`src/rtl/dau_pkg.sv`:
```
// ----------------------------------------------------------------------------
// dau_pkg
// Shared types, codes and calendar tables of the date arithmetic unit.
// ----------------------------------------------------------------------------
package dau_pkg;

	localparam int KIND_W   = 2;
	localparam int YEAR_W   = 14;
	localparam int MONTH_W  = 4;
	localparam int DAY_W    = 5;
	localparam int WD_W     = 3;
	localparam int STATUS_W = 2;

	localparam int OFFSET_BITS_DEF = 16;
	localparam int YEAR_MAX_DEF    = 9999;

	localparam logic [KIND_W-1:0] KIND_DAYS   = 2'd0;
	localparam logic [KIND_W-1:0] KIND_MONTHS = 2'd1;
	localparam logic [KIND_W-1:0] KIND_YEARS  = 2'd2;

	localparam logic [STATUS_W-1:0] STAT_OK       = 2'd0;
	localparam logic [STATUS_W-1:0] STAT_BAD_DATE = 2'd1;
	localparam logic [STATUS_W-1:0] STAT_RANGE    = 2'd2;

	localparam logic [MONTH_W-1:0] MONTH_JAN = 4'd1;
	localparam logic [MONTH_W-1:0] MONTH_FEB = 4'd2;
	localparam logic [MONTH_W-1:0] MONTH_DEC = 4'd12;

	// Remainder register width and divisors of the shared divider.
	localparam int REM_W = 8;
	localparam logic [REM_W-2:0] DIVISOR_CENTURY = 7'd100;
	localparam logic [REM_W-2:0] DIVISOR_MONTHS  = 7'd12;
	localparam logic [REM_W-2:0] DIVISOR_WEEK    = 7'd7;

	typedef enum logic [3:0] {
		OP_NONE,
		OP_LOAD,
		OP_INIT,
		OP_BAD,
		OP_RANGE,
		OP_YEARS,
		OP_DIV_MON,
		OP_MONS,
		OP_DIV_YEAR,
		OP_CLAMP,
		OP_WALK,
		OP_DIV_WDY,
		OP_DIV_SUM,
		OP_WD,
		OP_PUB
	} dp_op_t;

	typedef enum logic [3:0] {
		ST_IDLE,
		ST_VDIV,
		ST_CHECK,
		ST_WALK,
		ST_MDIV,
		ST_NDIV0,
		ST_NDIV,
		ST_CLAMP,
		ST_WDIV0,
		ST_WDIV,
		ST_SDIV,
		ST_PUB
	} ctl_state_t;

	typedef struct packed {
		dp_op_t op;
	} dp_cmd_t;

	typedef struct packed {
		logic              div_busy;
		logic              date_ok;
		logic              mon_bad;
		logic              yr_bad;
		logic              ny_bad;
		logic              n_zero;
		logic [KIND_W-1:0] kind;
	} dp_stat_t;

	function automatic logic [DAY_W-1:0] month_len(input logic [MONTH_W-1:0] month,
			input logic leap);
		logic [DAY_W-1:0] len;
		if (month == MONTH_FEB) begin
			len = leap ? 5'd29 : 5'd28;
		end else if (month inside {4'd4, 4'd6, 4'd9, 4'd11}) begin
			len = 5'd30;
		end else begin
			len = 5'd31;
		end
		return len;
	endfunction

	// floor(2.6*m' - 0.2) where m' counts from March, indexed by calendar month.
	function automatic logic [DAY_W-1:0] zeller_term(input logic [MONTH_W-1:0] month);
		logic [DAY_W-1:0] t;
		case (month)
			4'd1:    t = 5'd28;
			4'd2:    t = 5'd31;
			4'd3:    t = 5'd2;
			4'd4:    t = 5'd5;
			4'd5:    t = 5'd7;
			4'd6:    t = 5'd10;
			4'd7:    t = 5'd12;
			4'd8:    t = 5'd15;
			4'd9:    t = 5'd18;
			4'd10:   t = 5'd20;
			4'd11:   t = 5'd23;
			4'd12:   t = 5'd25;
			default: t = 5'd0;
		endcase
		return t;
	endfunction

endpackage

```
`src/rtl/dau_dp.sv`:
```
// ----------------------------------------------------------------------------
// dau_dp
// Datapath: date registers, month walker, range checks and a shared
// divider by small constants built on reciprocal multiplication.
// ----------------------------------------------------------------------------
module dau_dp #(
	parameter int OFFSET_BITS = dau_pkg::OFFSET_BITS_DEF,
	parameter int YEAR_MAX    = dau_pkg::YEAR_MAX_DEF
) (
	input  logic                                clk,
	input  logic                                arst_n,
	input  dau_pkg::dp_cmd_t                    cmd,
	output dau_pkg::dp_stat_t                   stat,
	input  logic [dau_pkg::KIND_W-1:0]          kind,
	input  logic [dau_pkg::YEAR_W-1:0]          year,
	input  logic [dau_pkg::MONTH_W-1:0]         month,
	input  logic [dau_pkg::DAY_W-1:0]           day,
	input  logic signed [OFFSET_BITS-1:0]       offset,
	output logic [dau_pkg::YEAR_W-1:0]          new_year,
	output logic [dau_pkg::MONTH_W-1:0]         new_month,
	output logic [dau_pkg::DAY_W-1:0]           new_day,
	output logic [dau_pkg::WD_W-1:0]            weekday,
	output logic [dau_pkg::STATUS_W-1:0]        status
);

	localparam int SW  = ((OFFSET_BITS > 20) ? OFFSET_BITS : 20) + 2;
	localparam int YW0 = $clog2(YEAR_MAX + 2);
	localparam int YW  = (YW0 > dau_pkg::YEAR_W) ? YW0 : dau_pkg::YEAR_W;
	localparam int DW0 = $clog2(YEAR_MAX * 12 + 13);
	localparam int DW  = (DW0 > dau_pkg::YEAR_W + 1) ? DW0 : dau_pkg::YEAR_W + 1;
	localparam int RW  = dau_pkg::REM_W;

	localparam logic signed [SW-1:0] S_ONE    = SW'(1);
	localparam logic signed [SW-1:0] S_TWELVE = SW'(12);
	localparam logic signed [SW-1:0] S_YMAX   = SW'(YEAR_MAX);
	localparam logic signed [SW-1:0] S_MMAX   = SW'(YEAR_MAX * 12 + 11);

	// floor(2^DW / divisor); the quotient estimate is low by at most one.
	localparam logic [DW-1:0] RCP_CENTURY =
		DW'((64'd1 << DW) / 64'(dau_pkg::DIVISOR_CENTURY));
	localparam logic [DW-1:0] RCP_MONTHS  =
		DW'((64'd1 << DW) / 64'(dau_pkg::DIVISOR_MONTHS));
	localparam logic [DW-1:0] RCP_WEEK    =
		DW'((64'd1 << DW) / 64'(dau_pkg::DIVISOR_WEEK));

	localparam logic [1:0] DIV_MUL = 2'd2;
	localparam logic [1:0] DIV_FIX = 2'd1;

	logic [dau_pkg::KIND_W-1:0]   kind_q;
	logic [dau_pkg::YEAR_W-1:0]   y_in_q;
	logic [dau_pkg::MONTH_W-1:0]  m_in_q;
	logic [dau_pkg::DAY_W-1:0]    d_in_q;
	logic signed [SW-1:0]         n_q;
	logic [YW-1:0]                ny_q;
	logic [dau_pkg::MONTH_W-1:0]  nm_q;
	logic [dau_pkg::DAY_W-1:0]    nd_q;
	logic [dau_pkg::STATUS_W-1:0] stat_q;
	logic [dau_pkg::WD_W-1:0]     wd_q;
	logic [RW-2:0]                r_q;
	logic [1:0]                   c4_q;
	logic [DW-1:0]                dvd_q;
	logic [RW-1:0]                rem_q;
	logic [RW-2:0]                dvs_q;
	logic [DW-1:0]                x_q;
	logic [DW-1:0]                rcp_q;
	logic [1:0]                   cnt_q;

	logic [dau_pkg::YEAR_W-1:0]   out_year_q;
	logic [dau_pkg::MONTH_W-1:0]  out_month_q;
	logic [dau_pkg::DAY_W-1:0]    out_day_q;
	logic [dau_pkg::WD_W-1:0]     out_wd_q;
	logic [dau_pkg::STATUS_W-1:0] out_stat_q;

	logic                         leap;
	logic [dau_pkg::DAY_W-1:0]    ml;
	logic [dau_pkg::DAY_W-1:0]    ml_prev;
	logic signed [SW-1:0]         y_ext;
	logic signed [SW-1:0]         m_ext;
	logic signed [SW-1:0]         nd_ext;
	logic signed [SW-1:0]         ml_ext;
	logic signed [SW-1:0]         t_mon;
	logic signed [SW-1:0]         t_yr;
	logic signed [SW-1:0]         sum_dn;
	logic                         fits;
	logic [YW-1:0]                wd_year;
	logic [DW-1:0]                wd_sum;
	logic                         div_start;
	logic [DW-1:0]                div_src;
	logic [RW-2:0]                div_dvs;
	logic [DW-1:0]                div_rcp;
	logic [2*DW-1:0]              prod;
	logic [DW-1:0]                rem_raw;

	always_comb begin
		leap    = ((r_q != '0) && (r_q[1:0] == 2'd0)) || ((r_q == '0) && (c4_q == 2'd0));
		ml      = dau_pkg::month_len(nm_q, leap);
		ml_prev = (nm_q == dau_pkg::MONTH_JAN) ? 5'd31 :
			dau_pkg::month_len(nm_q - 4'd1, leap);
		y_ext   = SW'(y_in_q);
		m_ext   = SW'(m_in_q);
		nd_ext  = SW'(nd_q);
		ml_ext  = SW'(ml);
		t_mon   = y_ext * S_TWELVE + m_ext - S_ONE + n_q;
		t_yr    = y_ext + n_q;
		sum_dn  = nd_ext + n_q;
		fits    = n_q[SW-1] ? (sum_dn >= S_ONE) : (sum_dn <= ml_ext);
		wd_year = (nm_q <= dau_pkg::MONTH_FEB) ? ny_q - YW'(1) : ny_q;
		// The century term -2c is replaced by +5c, which keeps the sum positive.
		wd_sum  = DW'(nd_q) + DW'(dau_pkg::zeller_term(nm_q)) + (dvd_q << 2) + dvd_q
			+ (dvd_q >> 2) + DW'(rem_q) + DW'(rem_q >> 2);
	end

	always_comb begin
		stat.div_busy = (cnt_q != '0);
		stat.date_ok  = (y_in_q != '0) && (YW'(y_in_q) <= YW'(YEAR_MAX))
			&& (m_in_q >= dau_pkg::MONTH_JAN) && (m_in_q <= dau_pkg::MONTH_DEC)
			&& (d_in_q != '0) && (d_in_q <= ml);
		stat.mon_bad  = (t_mon < S_TWELVE) || (t_mon > S_MMAX);
		stat.yr_bad   = (t_yr < S_ONE) || (t_yr > S_YMAX);
		stat.ny_bad   = (ny_q == '0) || (ny_q > YW'(YEAR_MAX));
		stat.n_zero   = (n_q == '0);
		stat.kind     = kind_q;
	end

	always_comb begin
		div_start = 1'b1;
		div_src   = DW'(ny_q);
		div_dvs   = dau_pkg::DIVISOR_CENTURY;
		div_rcp   = RCP_CENTURY;
		case (cmd.op)
			dau_pkg::OP_LOAD: begin
				div_src = DW'(year);
			end
			dau_pkg::OP_DIV_MON: begin
				div_src = DW'(t_mon);
				div_dvs = dau_pkg::DIVISOR_MONTHS;
				div_rcp = RCP_MONTHS;
			end
			dau_pkg::OP_DIV_YEAR: begin
				div_src = DW'(ny_q);
			end
			dau_pkg::OP_DIV_WDY: begin
				div_src = DW'(wd_year);
			end
			dau_pkg::OP_DIV_SUM: begin
				div_src = wd_sum;
				div_dvs = dau_pkg::DIVISOR_WEEK;
				div_rcp = RCP_WEEK;
			end
			default: begin
				div_start = 1'b0;
			end
		endcase
		prod    = {{DW{1'b0}}, x_q} * {{DW{1'b0}}, rcp_q};
		rem_raw = x_q - (dvd_q * DW'(dvs_q));
	end

	always_ff @(posedge clk or negedge arst_n) begin
		if (!arst_n) begin
			cnt_q <= '0;
		end else if (div_start) begin
			cnt_q <= DIV_MUL;
		end else if (cnt_q != '0) begin
			cnt_q <= cnt_q - 2'd1;
		end
	end

	always_ff @(posedge clk) begin
		if (div_start) begin
			x_q   <= div_src;
			rcp_q <= div_rcp;
			dvs_q <= div_dvs;
		end else if (cnt_q == DIV_MUL) begin
			dvd_q <= prod[2*DW-1:DW];
		end else if (cnt_q == DIV_FIX) begin
			if (rem_raw >= DW'(dvs_q)) begin
				dvd_q <= dvd_q + DW'(1);
				rem_q <= RW'(rem_raw - DW'(dvs_q));
			end else begin
				rem_q <= RW'(rem_raw);
			end
		end

		case (cmd.op)
			dau_pkg::OP_LOAD: begin
				kind_q <= kind;
				y_in_q <= year;
				m_in_q <= month;
				d_in_q <= day;
				n_q    <= SW'(offset);
				ny_q   <= YW'(year);
				nm_q   <= month;
				nd_q   <= day;
				stat_q <= dau_pkg::STAT_OK;
			end
			dau_pkg::OP_INIT: begin
				r_q  <= rem_q[RW-2:0];
				c4_q <= dvd_q[1:0];
			end
			dau_pkg::OP_BAD: begin
				stat_q <= dau_pkg::STAT_BAD_DATE;
				wd_q   <= '0;
			end
			dau_pkg::OP_RANGE: begin
				ny_q   <= YW'(y_in_q);
				nm_q   <= m_in_q;
				nd_q   <= d_in_q;
				stat_q <= dau_pkg::STAT_RANGE;
			end
			dau_pkg::OP_YEARS: begin
				ny_q <= YW'(t_yr);
			end
			dau_pkg::OP_MONS: begin
				ny_q <= YW'(dvd_q);
				nm_q <= rem_q[dau_pkg::MONTH_W-1:0] + 4'd1;
			end
			dau_pkg::OP_CLAMP: begin
				if (nd_q > ml) begin
					nd_q <= ml;
				end
			end
			dau_pkg::OP_WALK: begin
				if (fits) begin
					nd_q <= sum_dn[dau_pkg::DAY_W-1:0];
					n_q  <= '0;
				end else if (!n_q[SW-1]) begin
					// Skip to the first day of the next month.
					n_q  <= n_q - (ml_ext - nd_ext + S_ONE);
					nd_q <= 5'd1;
					if (nm_q == dau_pkg::MONTH_DEC) begin
						nm_q <= dau_pkg::MONTH_JAN;
						ny_q <= ny_q + YW'(1);
						if (r_q == 7'd99) begin
							r_q  <= '0;
							c4_q <= c4_q + 2'd1;
						end else begin
							r_q <= r_q + 7'd1;
						end
					end else begin
						nm_q <= nm_q + 4'd1;
					end
				end else begin
					// Skip to the last day of the previous month.
					n_q  <= sum_dn;
					nd_q <= ml_prev;
					if (nm_q == dau_pkg::MONTH_JAN) begin
						nm_q <= dau_pkg::MONTH_DEC;
						ny_q <= ny_q - YW'(1);
						if (r_q == '0) begin
							r_q  <= 7'd99;
							c4_q <= c4_q - 2'd1;
						end else begin
							r_q <= r_q - 7'd1;
						end
					end else begin
						nm_q <= nm_q - 4'd1;
					end
				end
			end
			dau_pkg::OP_WD: begin
				wd_q <= rem_q[dau_pkg::WD_W-1:0];
			end
			dau_pkg::OP_PUB: begin
				out_year_q  <= ny_q[dau_pkg::YEAR_W-1:0];
				out_month_q <= nm_q;
				out_day_q   <= nd_q;
				out_wd_q    <= wd_q;
				out_stat_q  <= stat_q;
			end
			default: begin
			end
		endcase
	end

	assign new_year  = out_year_q;
	assign new_month = out_month_q;
	assign new_day   = out_day_q;
	assign weekday   = out_wd_q;
	assign status    = out_stat_q;

endmodule

```
`src/rtl/dau_ctl.sv`:
```
// ----------------------------------------------------------------------------
// dau_ctl
// Controller: sequences the datapath through check, shift and weekday steps
// and owns both handshakes.
// ----------------------------------------------------------------------------
module dau_ctl (
	input  logic              clk,
	input  logic              arst_n,
	input  logic              in_valid,
	output logic              in_ready,
	output logic              out_valid,
	input  logic              out_ready,
	input  dau_pkg::dp_stat_t stat,
	output dau_pkg::dp_cmd_t  cmd
);

	dau_pkg::ctl_state_t state_q;
	dau_pkg::ctl_state_t state_d;
	logic                out_valid_q;
	logic                slot_free;

	assign slot_free = !out_valid_q || out_ready;
	assign in_ready  = (state_q == dau_pkg::ST_IDLE);
	assign out_valid = out_valid_q;

	always_comb begin
		state_d = state_q;
		case (state_q)
			dau_pkg::ST_IDLE: begin
				if (in_valid) state_d = dau_pkg::ST_VDIV;
			end
			dau_pkg::ST_VDIV: begin
				if (!stat.div_busy) state_d = dau_pkg::ST_CHECK;
			end
			dau_pkg::ST_CHECK: begin
				if (!stat.date_ok) begin
					state_d = dau_pkg::ST_PUB;
				end else begin
					case (stat.kind)
						dau_pkg::KIND_DAYS:   state_d = dau_pkg::ST_WALK;
						dau_pkg::KIND_MONTHS: state_d = stat.mon_bad ? dau_pkg::ST_WDIV0
							: dau_pkg::ST_MDIV;
						dau_pkg::KIND_YEARS:  state_d = stat.yr_bad ? dau_pkg::ST_WDIV0
							: dau_pkg::ST_NDIV0;
						default:              state_d = dau_pkg::ST_WDIV0;
					endcase
				end
			end
			dau_pkg::ST_WALK: begin
				if (stat.ny_bad || stat.n_zero) state_d = dau_pkg::ST_WDIV0;
			end
			dau_pkg::ST_MDIV: begin
				if (!stat.div_busy) state_d = dau_pkg::ST_NDIV0;
			end
			dau_pkg::ST_NDIV0: state_d = dau_pkg::ST_NDIV;
			dau_pkg::ST_NDIV: begin
				if (!stat.div_busy) state_d = dau_pkg::ST_CLAMP;
			end
			dau_pkg::ST_CLAMP: state_d = dau_pkg::ST_WDIV0;
			dau_pkg::ST_WDIV0: state_d = dau_pkg::ST_WDIV;
			dau_pkg::ST_WDIV: begin
				if (!stat.div_busy) state_d = dau_pkg::ST_SDIV;
			end
			dau_pkg::ST_SDIV: begin
				if (!stat.div_busy) state_d = dau_pkg::ST_PUB;
			end
			dau_pkg::ST_PUB: begin
				if (slot_free) state_d = dau_pkg::ST_IDLE;
			end
			default: state_d = dau_pkg::ST_IDLE;
		endcase
	end

	always_comb begin
		cmd.op = dau_pkg::OP_NONE;
		case (state_q)
			dau_pkg::ST_IDLE: begin
				if (in_valid) cmd.op = dau_pkg::OP_LOAD;
			end
			dau_pkg::ST_VDIV: begin
				if (!stat.div_busy) cmd.op = dau_pkg::OP_INIT;
			end
			dau_pkg::ST_CHECK: begin
				if (!stat.date_ok) begin
					cmd.op = dau_pkg::OP_BAD;
				end else begin
					case (stat.kind)
						dau_pkg::KIND_MONTHS: cmd.op = stat.mon_bad ? dau_pkg::OP_RANGE
							: dau_pkg::OP_DIV_MON;
						dau_pkg::KIND_YEARS:  cmd.op = stat.yr_bad ? dau_pkg::OP_RANGE
							: dau_pkg::OP_YEARS;
						default:              cmd.op = dau_pkg::OP_NONE;
					endcase
				end
			end
			dau_pkg::ST_WALK: begin
				if (stat.ny_bad) cmd.op = dau_pkg::OP_RANGE;
				else if (!stat.n_zero) cmd.op = dau_pkg::OP_WALK;
			end
			dau_pkg::ST_MDIV: begin
				if (!stat.div_busy) cmd.op = dau_pkg::OP_MONS;
			end
			dau_pkg::ST_NDIV0: cmd.op = dau_pkg::OP_DIV_YEAR;
			dau_pkg::ST_NDIV: begin
				if (!stat.div_busy) cmd.op = dau_pkg::OP_INIT;
			end
			dau_pkg::ST_CLAMP: cmd.op = dau_pkg::OP_CLAMP;
			dau_pkg::ST_WDIV0: cmd.op = dau_pkg::OP_DIV_WDY;
			dau_pkg::ST_WDIV: begin
				if (!stat.div_busy) cmd.op = dau_pkg::OP_DIV_SUM;
			end
			dau_pkg::ST_SDIV: begin
				if (!stat.div_busy) cmd.op = dau_pkg::OP_WD;
			end
			dau_pkg::ST_PUB: begin
				if (slot_free) cmd.op = dau_pkg::OP_PUB;
			end
			default: cmd.op = dau_pkg::OP_NONE;
		endcase
	end

	always_ff @(posedge clk or negedge arst_n) begin
		if (!arst_n) begin
			state_q     <= dau_pkg::ST_IDLE;
			out_valid_q <= 1'b0;
		end else begin
			state_q <= state_d;
			if (cmd.op == dau_pkg::OP_PUB) begin
				out_valid_q <= 1'b1;
			end else if (out_ready) begin
				out_valid_q <= 1'b0;
			end
		end
	end

	a_pub_slot: assert property (@(posedge clk) disable iff (!arst_n)
		(cmd.op == dau_pkg::OP_PUB) |-> (!out_valid_q || out_ready))
		else $error("result published over an unconsumed result");

	a_load_seq: assert property (@(posedge clk) disable iff (!arst_n)
		(in_valid && in_ready) |=> (state_q == dau_pkg::ST_VDIV))
		else $error("accepted item did not start the year check");

	a_div_free: assert property (@(posedge clk) disable iff (!arst_n)
		((cmd.op == dau_pkg::OP_DIV_MON) || (cmd.op == dau_pkg::OP_DIV_YEAR)
		|| (cmd.op == dau_pkg::OP_DIV_WDY) || (cmd.op == dau_pkg::OP_DIV_SUM))
		|-> !stat.div_busy)
		else $error("divider restarted while busy");

	a_out_rise: assert property (@(posedge clk) disable iff (!arst_n)
		$rose(out_valid_q) |-> ($past(state_q) == dau_pkg::ST_PUB))
		else $error("result appeared outside the publish step");

endmodule

```
`src/rtl/date_arithmetic_unit_top.sv`:
```
// ----------------------------------------------------------------------------
// date_arithmetic_unit_top
// Gregorian date shift by days, months or years, with weekday of the result.
// ----------------------------------------------------------------------------
// Each item carries a date, a signed offset and an operation kind (add days,
// add months, add years; the unused kind returns the input date). The block
// works on one item at a time. A result sits in an output register, so the
// next item is taken while that result still waits to be consumed. A shared
// divider by small constants works by operand load, reciprocal multiply and
// one correction step; it finds the century split of the year for the leap
// rule, splits a month count into years and months, and reduces the weekday
// sum modulo 7. When adding days, the walker steps one month per cycle
// until the offset is used up or the year leaves the range. The next item
// is accepted at the earliest in the cycle after the previous result is
// published; a result that still waits to be consumed holds back
// publication of the next one. An invalid input date is echoed with status
// 1 and weekday 0. A result whose year falls outside 1 to YEAR_MAX returns
// the input date, its weekday and status 2. Adding months clamps the day to
// the new month's length; adding years turns February 29 into February 28
// in a common year.
// ----------------------------------------------------------------------------
module date_arithmetic_unit_top #(
	parameter int OFFSET_BITS = dau_pkg::OFFSET_BITS_DEF,
	parameter int YEAR_MAX    = dau_pkg::YEAR_MAX_DEF
) (
	input  logic                          clk,
	input  logic                          arst_n,
	input  logic                          in_valid,
	output logic                          in_ready,
	input  logic [dau_pkg::KIND_W-1:0]    kind,
	input  logic [dau_pkg::YEAR_W-1:0]    year,
	input  logic [dau_pkg::MONTH_W-1:0]   month,
	input  logic [dau_pkg::DAY_W-1:0]     day,
	input  logic signed [OFFSET_BITS-1:0] offset,
	output logic                          out_valid,
	input  logic                          out_ready,
	output logic [dau_pkg::YEAR_W-1:0]    new_year,
	output logic [dau_pkg::MONTH_W-1:0]   new_month,
	output logic [dau_pkg::DAY_W-1:0]     new_day,
	output logic [dau_pkg::WD_W-1:0]      weekday,
	output logic [dau_pkg::STATUS_W-1:0]  status
);

	// Command and status between the sequencer and the datapath.
	dau_pkg::dp_cmd_t  cmd;
	dau_pkg::dp_stat_t stat;

	dau_ctl u_ctl (
		.clk       (clk),
		.arst_n    (arst_n),
		.in_valid  (in_valid),
		.in_ready  (in_ready),
		.out_valid (out_valid),
		.out_ready (out_ready),
		.stat      (stat),
		.cmd       (cmd)
	);

	// The datapath holds the working date, the month walker and the divider.
	dau_dp #(
		.OFFSET_BITS (OFFSET_BITS),
		.YEAR_MAX    (YEAR_MAX)
	) u_dp (
		.clk       (clk),
		.arst_n    (arst_n),
		.cmd       (cmd),
		.stat      (stat),
		.kind      (kind),
		.year      (year),
		.month     (month),
		.day       (day),
		.offset    (offset),
		.new_year  (new_year),
		.new_month (new_month),
		.new_day   (new_day),
		.weekday   (weekday),
		.status    (status)
	);

endmodule

```
`config.mk`:
```
export PLATFORM = sky130hd
export DESIGN_NAME = date_arithmetic_unit_top
export DESIGN_NICKNAME = d
export VERILOG_FILES = /design/src/rtl/dau_pkg.sv /design/src/rtl/dau_dp.sv /design/src/rtl/dau_ctl.sv /design/src/rtl/date_arithmetic_unit_top.sv
export SDC_FILE = /design/constraint.sdc
export NUM_CORES = 1
export LEC_CHECK = 0
export BUFFER_PORTS_ARGS = -buffer_cell sky130_fd_sc_hd__clkbuf_2
export CAP_MARGIN = 15
export CORE_MARGIN = 3
export CORE_UTILIZATION = 50
export DETAILED_ROUTE_END_ITERATION = 8
export HOLD_SLACK_MARGIN = 0.03
export PLACE_DENSITY = 0.75
export SLEW_MARGIN = 20
export SYNTH_ARGS = -nofsm -noshare
export SYNTH_HDL_FRONTEND = slang
export SYNTH_SLANG_ARGS = --single-unit
```
`constraint.sdc`:
```
create_clock -name clk -period 18.1 [get_ports clk]
set_input_delay 0.905 -clock clk [delete_from_list [all_inputs] [get_ports clk]]
set_output_delay 0.905 -clock clk [all_outputs]
set_load 0.01 [all_outputs]
```
==> results.cfg <==
[run_status]
outcome = finished clean

[drt]
first_pass_iters = 7
wl_mm = 72.53
vias = 21730
detail-route-antenna-nets = 0
vias_per_cell = 5.885
wl_per_cell_um = 19.64
drc = 0
drtIter0Drc = 1985

[clocking]
cts-resized-gates = 0
clockBufferDepth = 2
hold_buffers = 0
cts_root_buf = clkbuf_16
numCtsBuffers = 17
clock_sink_count = 172
post_cts.repair.setup_buffers = 0
clock_latency_ns = 0.46
cts_max_level = 4
cts_tree = yes
clk_pin_slew_ns = 0.08

[synthesis]
synth_top_area_share_pct = 18.60
syn_nets = 3640
synthTopCellsByArea = fa_1, edfxtp_1, ha_1, inv_1, xnor2_1
async_flop_share_pct = 4.070
ys_ff_latch = 172
postSynthAreaPerCell_um2 = 8.963
synth_ff_type = edfxtp_1
synthesis.area_mm2 = 0.02670
post-synth-top-area-cell = fa_1
yosysUniqueCellTypes = 95
yosysSeqAreaShare_pct = 19.03
netlist_instances = 2979
yosys_warnings = 0
synth_edf_count = 160

[final_layout]
fin_util_pct = 53.73
mostFrequentLayoutCell = inv_1
instances_no_fill = 3692
drive_gt1_share_pct = 5.694
syn2layout_area_growth_pct = 5.965
final_nets = 3651
layout_common_cells = inv_1, ha_1, fa_1

[critical_path]
endpoint_kind = register
ff2ff_path_depth = 31
critPathLaunchType = register
worst_path_largest_cell_delay_ns = 0.78
cp.depth = 31
critPathKind = reg -> reg
critPathMaxFanout = 17
arrival_ns = 9.12
rrSetupSlack_ns = 9.34
startpoint = u_dp.y_in_q[1]
crit_buf_inv = 1
crit_required_ns = 18.45
cpMostUsedCell = ha_1
r2r_start = u_dp.y_in_q[1]
path_delay_family = simple AND/OR/NAND/NOR gates
cp_slowest_cell = nor4_4

[timing]
tightestPinTransition_ns = 1.153
setup_viol = 0
timing.fmax_mhz = 114.1
fin_skew_ns = 0.01282
rsz0062_at_grt = no
hold_viol_final = 0
fin_tns_setup_ns = 0
period_needed_ns = 8.762
finalMaxSlewViolations = 0
fin_crit_sh_pct = 48.41
relSlewSlack_pct = 22.45

[global_routing]
grt_pass1_vias = 21100
gr-total-overflow = 0
grt.total_usage_pct = 25.94
grt_max_degree = 64
grt_pass1_wl_mm = 115.2
antenna_found_initial = 4

[die]
die-area_mm2 = 0.05621
io_pins = 75
die_x_um = 237.1
start_util_pct = 50.71
die_height_um = 237.1
std_cell_rows = 84
core_mm2 = 0.05266

[placement]
gp_congestion = 0.9684
post-dp-hpwl_mm = 58.58
portBuffers = 74
place.detailed.instances = 3659

[flow_run]
max_cap_violations = 0

[worst_hold_path]
holdCritPathClass = in -> async
==> cell usage after synthesis (9+ instances only) <==
library cell	number
a211o_1	9
nand2b_1	22
o21ai_0	103
inv_1	529
o31ai_1	12
nand4_1	22
and3_1	28
o21a_1	18
fa_1	248
a222oi_1	13
edfxtp_1	160
ha_1	368
nor2b_1	22
nor4_1	23
a31oi_1	21
clkbuf_1	88
nand2_1	189
xnor2_1	122
a211oi_1	17
a221o_1	10
or3_1	16
nand3_1	72
a21oi_1	162
nor3_1	55
nor2_1	184
o21bai_1	29
and2_1	87
a21boi_0	10
or2_2	9
xor2_1	61
o22ai_1	15
a21o_1	41
mux2i_1	33
o211ai_1	22
a221oi_1	11
==> worst reg2reg max path, delay by kind of cell, from the launching register on <==
| kind | cells | cell delay, ns |
|---|---|---|
| AOI/OAI and AO/OA | 11 | 2.33 |
| xor gates and xnor gates | 1 | 0.10 |
| adders and majority gates | 6 | 1.96 |
| buffers and inverters | 1 | 0.04 |
| DFF | 1 | 0.55 |
| muxes | 3 | 0.76 |
| and+or+nand+nor | 9 | 2.91 |
==> metrics by stage <==
step | instance area (um^2) | hold WS (ns) | setup WS [ns]
2_1_floorplan | 26700 | 0.4003 | 10.49
3_3_place_gp | 27680 | 0.4046 | 9.575
3_5_place_dp | 27680 | 0.4071 | 9.360
4_1_cts | 28280 | 0.2641 | 9.327
5_1_grt | 28290 | 0.2627 | 8.829
6_report | 28290 | 0.2878 | 9.338
==> kinds of logic after synthesis <==
family | synth area share, %
AOI/OAI and AO/OA | 14.61
xor gates and xnor gates | 6.003
adders and majority gates | 35.84
buffers and inverters | 8.904
DFF | 19.03
muxes | 1.673
and+or+nand+nor | 13.95
==> worst min-delay path by stage <==
| stage | slack, ns | to | startpoint |
|---|---|---|---|
| after global placement | 0.40 | u_dp.weekday[2] | u_dp.wd_q[2] |
| after detailed placement | 0.41 | u_dp.status[1] | u_dp.stat_q[1] |
| after global routing | 0.26 | u_ctl.state_q[2] | arst_n |
| after CTS | 0.26 | u_ctl.state_q[2] | arst_n |
| after floorplan | 0.40 | u_dp.status[0] | u_dp.stat_q[0] |
| final | 0.29 | u_ctl.state_q[0] | arst_n |
==> registers in the layout, summed over array words and instances (netlist names), 3 cells and up, named ones only <==
register / flops
u_dp.weekday: 3
u_dp.dvs_q: 3
u_dp.x_q: 17
u_dp.new_month: 4
u_dp.n_q: 22
u_ctl.state_q: 4
u_dp.rem_q: 8
u_dp.d_in_q: 5
u_dp.m_in_q: 4
u_dp.ny_q: 14
u_dp.nd_q: 5
u_dp.y_in_q: 14
u_dp.wd_q: 3
u_dp.rcp_q: 3
u_dp.new_day: 5
u_dp.r_q: 7
u_dp.new_year: 14
u_dp.dvd_q: 17
u_dp.nm_q: 4
==> final cells by class <==
class | count | area (um^2)
fillers | 4780 | 24360
multi-input cells | 2179 | 19260
flip-flops and latches | 172 | 5080
inverters | 529 | 1986
well taps | 688 | 860.8
repair buffers | 91 | 498.0
clock buffers | 17 | 425.4
clock inverters | 15 | 175.2
diodes | 1 | 2.502
==> routing by layer <==
layer / global-route usage (%) / part of all wire, %
met1: 36.78 / 43
met2: 39.61 / 44
met3: 5.649 / 9.8
met4: 8.356 / 3.0
met5: 0 / 0.036
Power is left out: the tool's default activity adds up to more than one toggle a clock period on the data nets, which glitch-free logic cannot reach.
